--- src/design/mitcfe_pkg.sv ---
// Shared types and constants for the MIT-mode command frame encoder.
// Command and frame words, register indexes, motor ranges and elaboration helpers.
// No dependencies.
package mitcfe_pkg;

  localparam int POSITION_CODE_BITS = 16;
  localparam int FIELD_CODE_BITS    = 12;

  localparam int POS_SLOT_BITS   = 16;
  localparam int FIELD_SLOT_BITS = 12;

  // motor ranges in input units
  localparam int POS_LIMIT = 12800;
  localparam int VEL_LIMIT = 11520;
  localparam int KP_MAX    = 32000;
  localparam int KD_MAX    = 20480;
  localparam int TRQ_LIMIT = 18432;

  localparam int VALUE_W     = 17;
  localparam int CFG_INDEX_W = 1;
  localparam int CFG_DATA_W  = 1;

  typedef enum logic [CFG_INDEX_W-1:0] {
    REG_ENABLED         = 1'b0,
    REG_COMMAND_REVERSE = 1'b1
  } cfg_reg_t;

  typedef struct packed {
    logic signed [15:0] position;
    logic signed [15:0] velocity;
    logic [15:0]        stiffness;
    logic [15:0]        damping;
    logic signed [15:0] torque;
  } cmd_t;

  typedef struct packed {
    logic [63:0] frame;
    logic        sent;
  } result_t;

  function automatic int trailing_zeros(longint v);
    int n;
    n = 0;
    for (int i = 0; i < 63; i++) begin
      if (v[i] == 1'b0 && n == i) n = i + 1;
    end
    return n;
  endfunction

  function automatic int max_int(int a, int b);
    return (a > b) ? a : b;
  endfunction

endpackage

--- src/design/mitcfe_field_enc.sv ---
// One field of the command frame: clamp, offset and scale to an unsigned code.
// Division by the constant span is a shift plus a reciprocal multiply.
// Depends on mitcfe_pkg.
module mitcfe_field_enc #(
  parameter int BITS = mitcfe_pkg::FIELD_CODE_BITS,
  parameter int LO   = -mitcfe_pkg::VEL_LIMIT,
  parameter int HI   = mitcfe_pkg::VEL_LIMIT
) (
  input  logic signed [mitcfe_pkg::VALUE_W-1:0] value,
  output logic [BITS-1:0]                       code
);

  localparam longint SPAN  = longint'(HI) - longint'(LO);
  localparam longint DIV   = 2 * SPAN;
  localparam longint NMAX  = 2 * SPAN * ((64'(1) << BITS) - 1) + SPAN;
  localparam int     K     = mitcfe_pkg::trailing_zeros(DIV);
  localparam longint ODD   = DIV >> K;
  localparam int     OW    = $clog2(SPAN + 1);
  localparam int     NW    = $clog2(NMAX + 1);
  localparam int     XW    = NW - K;
  localparam int     S     = XW + $clog2(ODD);
  localparam longint RECIP = ((64'(1) << S) + ODD - 1) / ODD;
  localparam int     RW    = $clog2(RECIP + 1);
  localparam int     PW    = mitcfe_pkg::max_int(XW + RW, S + BITS);

  localparam logic signed [mitcfe_pkg::VALUE_W-1:0] LO_V = mitcfe_pkg::VALUE_W'(LO);
  localparam logic signed [mitcfe_pkg::VALUE_W-1:0] HI_V = mitcfe_pkg::VALUE_W'(HI);

  logic signed [mitcfe_pkg::VALUE_W-1:0] clamped;
  logic signed [mitcfe_pkg::VALUE_W-1:0] diff;
  logic [OW-1:0] off;
  logic [NW-1:0] off_w;
  logic [NW-1:0] num;
  logic [XW-1:0] x;
  logic [PW-1:0] prod;

  always_comb begin
    if (value < LO_V) begin
      clamped = LO_V;
    end else if (value > HI_V) begin
      clamped = HI_V;
    end else begin
      clamped = value;
    end
    diff  = clamped - LO_V;
    off   = diff[OW-1:0];
    off_w = NW'(off);
    // 2*off*(2^BITS-1) + span
    num   = (((off_w << BITS) - off_w) << 1) + NW'(SPAN);
    x     = num[NW-1:K];
    prod  = PW'(x) * PW'(RECIP);
    code  = prod[S +: BITS];
  end

endmodule

--- src/design/mit_command_frame_encoder_unit.sv ---
// Top level of the MIT-mode command frame encoder.
// Registers the command word, encodes five fields and packs the 8-byte frame.
// Depends on mitcfe_pkg and mitcfe_field_enc.
//
//  channel  | signals                              | handshake
//  ---------+--------------------------------------+------------------------------
//  command  | start, busy, cmd                     | taken when start & !busy
//  result   | strobe, result                       | one-cycle strobe, no stall
//  config   | cfg_valid, cfg_ready, cfg_index/data | written when valid & ready
//
// One command per cycle; its result word passes the input register, then the result
// register, and strobes while the result register holds it.
// busy stays low: the receiver cannot stall, so nothing backs up. Synchronous reset
// clears enabled, command_reverse and the valid flags; a command that is encoded while
// enabled is low gives frame 0, sent 0.
module mit_command_frame_encoder_unit #(
  parameter int POSITION_CODE_BITS = mitcfe_pkg::POSITION_CODE_BITS,
  parameter int FIELD_CODE_BITS    = mitcfe_pkg::FIELD_CODE_BITS
) (
  input  logic                                   clk,
  input  logic                                   rst,
  input  logic                                   start,
  output logic                                   busy,
  input  mitcfe_pkg::cmd_t                       cmd,
  output logic                                   strobe,
  output mitcfe_pkg::result_t                    result,
  input  logic                                   cfg_valid,
  output logic                                   cfg_ready,
  input  logic [mitcfe_pkg::CFG_INDEX_W-1:0]     cfg_index,
  input  logic [mitcfe_pkg::CFG_DATA_W-1:0]      cfg_data
);

  logic enabled;
  logic command_reverse;
  logic in_valid;
  mitcfe_pkg::cmd_t in_cmd;
  logic out_valid;
  mitcfe_pkg::result_t out_word;
  mitcfe_pkg::result_t out_word_next;

  logic signed [mitcfe_pkg::VALUE_W-1:0] pos_w, vel_w, trq_w;
  logic signed [mitcfe_pkg::VALUE_W-1:0] pos_v, vel_v, trq_v, kp_v, kd_v;
  logic [POSITION_CODE_BITS-1:0] cp;
  logic [FIELD_CODE_BITS-1:0]    cv, ckp, ckd, ct;

  assign busy      = 1'b0;
  assign cfg_ready = 1'b1;
  assign strobe    = out_valid;
  assign result    = out_word;

  always_ff @(posedge clk) begin
    if (rst) begin
      enabled         <= 1'b0;
      command_reverse <= 1'b0;
    end else if (cfg_valid && cfg_ready) begin
      case (cfg_index)
        mitcfe_pkg::REG_ENABLED:         enabled         <= cfg_data[0];
        mitcfe_pkg::REG_COMMAND_REVERSE: command_reverse <= cfg_data[0];
        default: ;
      endcase
    end
  end

  always_ff @(posedge clk) begin
    if (rst) begin
      in_valid  <= 1'b0;
      out_valid <= 1'b0;
    end else begin
      in_valid  <= start && !busy;
      out_valid <= in_valid;
    end
    if (start && !busy) in_cmd <= cmd;
    out_word <= out_word_next;
  end

  always_comb begin
    pos_w = {in_cmd.position[15], in_cmd.position};
    vel_w = {in_cmd.velocity[15], in_cmd.velocity};
    trq_w = {in_cmd.torque[15], in_cmd.torque};
    pos_v = command_reverse ? -pos_w : pos_w;
    vel_v = command_reverse ? -vel_w : vel_w;
    trq_v = command_reverse ? -trq_w : trq_w;
    kp_v  = {1'b0, in_cmd.stiffness};
    kd_v  = {1'b0, in_cmd.damping};
  end

  mitcfe_field_enc #(
    .BITS(POSITION_CODE_BITS), .LO(-mitcfe_pkg::POS_LIMIT), .HI(mitcfe_pkg::POS_LIMIT)
  ) u_pos (.value(pos_v), .code(cp));

  mitcfe_field_enc #(
    .BITS(FIELD_CODE_BITS), .LO(-mitcfe_pkg::VEL_LIMIT), .HI(mitcfe_pkg::VEL_LIMIT)
  ) u_vel (.value(vel_v), .code(cv));

  mitcfe_field_enc #(
    .BITS(FIELD_CODE_BITS), .LO(0), .HI(mitcfe_pkg::KP_MAX)
  ) u_kp (.value(kp_v), .code(ckp));

  mitcfe_field_enc #(
    .BITS(FIELD_CODE_BITS), .LO(0), .HI(mitcfe_pkg::KD_MAX)
  ) u_kd (.value(kd_v), .code(ckd));

  mitcfe_field_enc #(
    .BITS(FIELD_CODE_BITS), .LO(-mitcfe_pkg::TRQ_LIMIT), .HI(mitcfe_pkg::TRQ_LIMIT)
  ) u_trq (.value(trq_v), .code(ct));

  always_comb begin
    if (enabled) begin
      out_word_next.frame = {mitcfe_pkg::POS_SLOT_BITS'(cp),
                             mitcfe_pkg::FIELD_SLOT_BITS'(cv),
                             mitcfe_pkg::FIELD_SLOT_BITS'(ckp),
                             mitcfe_pkg::FIELD_SLOT_BITS'(ckd),
                             mitcfe_pkg::FIELD_SLOT_BITS'(ct)};
      out_word_next.sent  = 1'b1;
    end else begin
      out_word_next.frame = '0;
      out_word_next.sent  = 1'b0;
    end
  end

endmodule
--- config.mk ---
export PLATFORM = sky130hd
export DESIGN_NAME = mit_command_frame_encoder_unit
export DESIGN_NICKNAME = d
export VERILOG_FILES = /design/src/design/mitcfe_pkg.sv /design/src/design/mitcfe_field_enc.sv /design/src/design/mit_command_frame_encoder_unit.sv
export SDC_FILE = /design/constraint.sdc
export NUM_CORES = 2
export LEC_CHECK = 0
export ABC_AREA = 1
export BUFFER_PORTS_ARGS = -buffer_cell sky130_fd_sc_hd__buf_2
export CAP_MARGIN = 5
export CORE_MARGIN = 2
export CORE_UTILIZATION = 41
export CTS_CLUSTER_DIAMETER = 120
export CTS_CLUSTER_SIZE = 25
export DETAILED_ROUTE_END_ITERATION = 12
export PLACE_DENSITY = 0.68
export SLEW_MARGIN = 25
export SYNTH_ARGS = -nofsm -noshare
export SYNTH_HDL_FRONTEND = slang
export SYNTH_SLANG_ARGS = --single-unit
--- constraint.sdc ---
create_clock -name clk -period 15.4 [get_ports clk]
set_clock_uncertainty 0.1 [all_clocks]
set_input_delay 1.54 -clock clk [delete_from_list [all_inputs] [get_ports clk]]
set_output_delay 1.54 -clock clk [all_outputs]
set_load 0.01 [all_outputs]
* Yosys cells after proc, flatten, opt, wreduce, memory -nomap -nowiden *
Cells that the tools add are included.

word-level totals
  bits in registers = 149
  input bits = 86
  output and inout bits = 68
  word-level logic and storage cells = 59

cells by class
  add/sub/neg operators = 16
  $mul = 5
  $lt $le $gt $ge = 10
  mux-type cells = 14
  bitwise gates (word level) = 1
  reduce and logical (&&, ||, !) cells = 2

operators by type and width
  kind                      number
  $mux W15                  8
  $add A28 B15 Y28 const B  3
  $sub A27 B15 Y27          3
  $mux W17                  3
  $neg A16 Y17              3
  $mul A21 B22 Y42 const B  1
  $mul A19 B20 Y38 const B  1
  $gt A17 B15 Y1 const B    2
  $lt A17 B15 Y1 const B    2
  $mul A18 B17 Y34 const B  1
  $add A32 B15 Y32 const B  1
  $gt A16 B15 Y1 const B    2
  $lt A16 B1 Y1 const B     2
  $mul A16 B17 Y32 const B  1
  $mux W16                  2
  $sub A31 B15 Y31          1
  $mul A15 B16 Y30 const B  1
  $sub A15 B15 Y15 const B  2
  $add A29 B16 Y29 const B  1
  $sub A28 B16 Y28          1
  $gt A17 B16 Y1 const B    1
  $lt A17 B16 Y1 const B    1
  $sub A16 B16 Y16 const B  1
  $reduce_and A2 Y1         2
  2 further kinds           2

* Longest topological paths before layout *
  depth after elaboration = 9
  gate-level depth with buffers = 65

* Cells and area by module *
A second synthesis with hierarchy kept.

second synthesis, totals
  cells, all modules = 5289
  area total of the unflattened synthesis = 40651.5 um^2

modules (own cells, without submodules)
  module                          times used  cells each  area each (um^2)
  mitcfe_field_enc (u_pos)        1           1146        9354.0
  mitcfe_field_enc (u_vel)        1           992         7056.8
  mitcfe_field_enc (u_kp)         1           908         6757.7
  mitcfe_field_enc (u_trq)        1           924         6438.7
  mit_command_frame_encoder_unit  1           594         5884.4
  mitcfe_field_enc (u_kd)         1           725         5159.9

* Least setup slack after synthesis *
Ideal clock, no wire load.

  path type = reg-to-reg
  start point = register in_cmd[64] (netlist name)
  end point = register out_word (netlist bit result[55])
  setup time = 0.115 ns
  data arrival time = 9.129 ns
  path slack = 6.056 ns
  stages on the path, launching flop included = 45
  cell sequence = edfxtp_1 inv_2 ha_1 nand4_1 nor2_1 nand3_1 nand3b_1 nand2_1 inv_2 nand3_2 a21oi_4 nor2_1 a31oi_1 ha_1 nand3_2 a21oi_2 nand2_1 nor2_2 [... 9 more ...] fa_1 fa_1 inv_1 fa_1 fa_1 fa_1 inv_1 ha_1 a21oi_1 o21ai_0 a221o_1 a21oi_1 o21ai_0 inv_1 o31ai_1 nand3_1 a21oi_1 nor2_1

on the way
  longest elaborated chain between the ends = 9

ends and longest elaborated chain
  item                    RTL line                              text
  from (decl)             mit_command_frame_encoder_unit.sv:36  mitcfe_pkg::cmd_t in_cmd;
  from (signal assigned)  mit_command_frame_encoder_unit.sv:72  if (start && !busy) in_cmd <= cmd;
  $neg A16 Y17            mit_command_frame_encoder_unit.sv:80  pos_v = command_reverse ? -pos_w : pos_w;
  $mux W17 *              mit_command_frame_encoder_unit.sv:80
  $gt A17 B15 Y1          mitcfe_field_enc.sv:40                end else if (value > HI_V) begin
  $mux W15                mitcfe_field_enc.sv:40
  $mux W15 *              mitcfe_field_enc.sv:38                if (value < LO_V) begin
  $sub A15 B15 Y15 *      mitcfe_field_enc.sv:45                diff = clamped - LO_V;
  $sub A31 B15 Y31 *      mitcfe_field_enc.sv:49                num = (((off_w << BITS) - off_w) << 1) + NW'(SPAN);
  $add A32 B15 Y32 *      mitcfe_field_enc.sv:49
  $mul A21 B22 Y42 *      mitcfe_field_enc.sv:51                prod = PW'(x) * PW'(RECIP);
  to (signal assigned)    mit_command_frame_encoder_unit.sv:73  out_word <= out_word_next;
  to (decl)               mit_command_frame_encoder_unit.sv:38  mitcfe_pkg::result_t out_word;

Every way passes the cells marked *; elsewhere a longest branch is shown, timed or not.
A chain may end at the register's enable or synchronous reset.

* Worst setup path after layout *
  start point = register command_reverse
  end point = register out_word (netlist bit result[43])

on the way
  longest elaborated chain between the ends = 8

ends and longest elaborated chain
  item                    RTL line                              text
  from (decl)             mit_command_frame_encoder_unit.sv:34  logic command_reverse;
  from (signal assigned)  mit_command_frame_encoder_unit.sv:58  mitcfe_pkg::REG_COMMAND_REVERSE: command_reverse <= cfg_data[0];
  $mux W17 *              mit_command_frame_encoder_unit.sv:81  vel_v = command_reverse ? -vel_w : vel_w;
  $gt A17 B15 Y1          mitcfe_field_enc.sv:40
  $mux W15                mitcfe_field_enc.sv:40
  $mux W15 *              mitcfe_field_enc.sv:38
  $sub A15 B15 Y15 *      mitcfe_field_enc.sv:45
  $sub A27 B15 Y27 *      mitcfe_field_enc.sv:49
  $add A28 B15 Y28 *      mitcfe_field_enc.sv:49
  $mul A18 B17 Y34 *      mitcfe_field_enc.sv:51

Marks and branches as above.

==> summary.md <==
| Metric | Value |
|---|---|
| Max-slew headroom | `32.8%` |
| Fin. Hold Viols | `0` |
| DP Cell Count | `5926` |
| Post-Synth Simple-Gate Area | `17.1%` |
| Grt ovf | `0` |
| Synth Register Bits | `149` |
| Avg Cell Area, Syn | `8.15 um^2` |
| # fillers | `9003` |
| Die height | `307 um` |
| Placer Congestion | `0.950` |
| Finished Layout Cells | `5966` |
| Cells on worst reg2reg path | `54` |
| Hold Startpoint | `in_valid$_SDFF_PP0_` |
| Post-synth top area share | `25.4%` |
| First-pass iteration count of the detailed router | `5` |
| Sequential-to-total area share from yosys stat | `10.1%` |
| Die footprint | `94100 um^2` |
| Ranking of synthesized cells by area | `ha_1, fa_1, inv_1` |
| Vias in the first global route | `29829` |
| Slowest stage delay, CP | `0.72 ns` |
| CTS root buf | `clkbuf_16` |
| Launching point of the worst reg2reg path | `command_reverse$_SDFFE_PP0P_` |
| Flop2flop setup slack | `4.47 ns` |
| Predominant post-synthesis flop cell | `edfxtp_1` |
| R2r endpoint | `result[43]$_SDFF_PN0_` |
| All-Layer GR Usage | `20.6%` |
| Synth warn | `0` |
| Synth Area in XOR/XNOR | `3.08%` |
| Global-route wire length before repair | `153000 um` |
| Crit. End Element | `flip-flop` |
| Post-synth net total | `5929` |
| Iteration-0 DRC Markers | `1768` |
| I/O pin cnt | `154` |
| IO buf count | `151` |
| CP endpoint | `result[43]$_SDFF_PN0_` |
| Initial Utilization | `41.2%` |
| Layout area overhead | `7.28%` |
| Largest family of logic cells by synthesized area | `adder cells` |
| CTS tree | `yes` |
| WL final | `94200 um` |
| Worst min-delay path category | `reg -> reg` |
| Largest net degree at the start of global routing | `62` |
| Most instantiated cells after synthesis | `inv_1, ha_1, nand2_1` |
| Post-synth EDFFs | `80` |
| RSZ-0062 raised after global routing | `no` |
| NumNets Final | `6079` |
| Asr flop ratio synth | `0%` |
| Share of cells above drive strength 1 | `6.87%` |
| CTS H-tree lvls | `4` |
| Die W | `307 um` |
| CP Max Fanout | `23` |
| Max_cap viols | `0` |
| Core area | `91200 um^2` |
| Post-DR wirelength/cell | `15.8 um` |
| Status | `complete, no violations` |
| Slowest stage cell, crit path | `xor2_1` |
| Remaining antenna violation count after routing | `0` |
| Worst Path Required | `15.74 ns` |
| Min Tclk post-route | `10.93 ns` |
| Synth Area in Adders | `50.5%` |
| Number of clock sinks | `149` |
| Critical path origin | `command_reverse$_SDFFE_PP0P_` |
| Multiplexer share of the synthesized area | `0%` |
| Clock transition at path regs | `0.07 ns` |
| Top-count cell post-synth | `inv_1` |
| Post-Route Setup TNS | `0 ns` |
| Cell Rows | `111` |
| Register area | `3790 um^2` |
| Fmax | `0.0915 GHz` |
| Cell mode on critical path | `nand2_1` |
| # setup viols final | `0` |
| Initial antenna violation count | `12` |
| Pin slew with the least headroom to its limit | `1.00 ns` |
| Kind of critical path | `reg -> reg` |
| Clock buffer depth | `2` |
| Worst-skew pair later-pin latency | `0.52 ns` |
| TritonCTS Buffers | `17` |
| Dpl hpwl | `83400 um` |
| Netlist cell types | `65` |
| Setup Buffers After CTS | `0` |
| Via density | `5.03` |
| Yosys top cell by area | `ha_1` |
| Syn Inst Count | `4609` |
| Compound-Gate Fraction of Synth Area | `7.51%` |
| Hold Buf Count CTS | `0` |
| Period utilization | `71.0%` |
| Arr. time, crit path | `11.27 ns` |
| Multi-input logic area | `29400 um^2` |
| Max-slew violations | `0` |
| Cell Area, Synth | `37600 um^2` |
| # DRC | `0` |
| Crit start category | `flip-flop` |
| Post_cts resized | `0` |
| Vias | `29995` |
## worst min path at each step
stage,end,depth (start not counted)
final,strobe$_SDFF_PP0_,2
after global routing,strobe$_SDFF_PP0_,2
after CTS,strobe$_SDFF_PP0_,2
after detailed placement,strobe$_SDFF_PP0_,2
after global placement,strobe$_SDFF_PP0_,2
after floorplan,strobe$_SDFF_PP0_,2
## registers in the layout, indices dropped and copies added, names as in the netlist
name / count
enabled: 1
result: 65
command_reverse: 1
strobe: 1
in_valid: 1
in_cmd: 80
## logic make-up (layout without fill, tap and decap cells)
| family | Yosys count | after routing |
|---|---|---|
| and+or+nand+nor | 1458 | 1458 |
| buffers and inverters | 1151 | 1314 |
| AOI/OAI and AO/OA | 487 | 487 |
| other | 2 | 10 |
| DFF | 149 | 149 |
| xor gates and xnor gates | 128 | 128 |
| adders and majority gates | 1234 | 1234 |
## routing by layer
metal / global-route usage [%] / share of wire [%] / up-vias
li1: - / - / 14891
met5: 0 / 0.085 / -
met4: 5.41 / 2.2 / 12
met1: 27.9 / 45 / 14231
met3: 3.91 / 6.6 / 120
met2: 33.6 / 46 / 741
## stage by stage
stage	hold WS (ns)	utilization, %	worst slack, ns	cell area [um^2]
2_1_floorplan	0.288	-	6.06	37600
3_3_place_gp	0.382	43.5	4.56	39700
3_5_place_dp	0.384	43.5	4.46	39700
4_1_cts	0.403	44.1	4.42	40300
5_1_grt	0.433	44.1	3.30	40300
6_report	0.407	44.2	4.47	40300
## area by class of cell
class	count	share of cell area, %
timing repair buffer	157	1.99
inverter	1125	10.5
tap	1186	3.68
antenna	8	0.0497
multi-input combinational	3309	72.9
clock inverter	12	0.357
sequential	149	9.39
clock buffer	20	1.13
## placed cells by master (no fill, tap or decap), types with 80 or more instances in the layout
master	n
inv_1	1099
a21oi_1	226
o21ai_0	132
nor2_1	314
buf_2	150
nand2_1	728
fa_1	471
xor2_1	88
edfxtp_1	80
nand3_1	181
ha_1	763
## worst max-delay path, delay by kind of cell (launching register included)
family | cells | cell delay, ns
compound gates | 7 | 1.40
xor+xnor | 2 | 0.95
fa+ha+maj | 8 | 3.32
buf+inv | 7 | 0.81
flops | 1 | 0.60
simple gates | 30 | 3.69
Power is left out: the tool's default activity adds up to more than one toggle a clock period on the data nets, which glitch-free logic cannot reach.
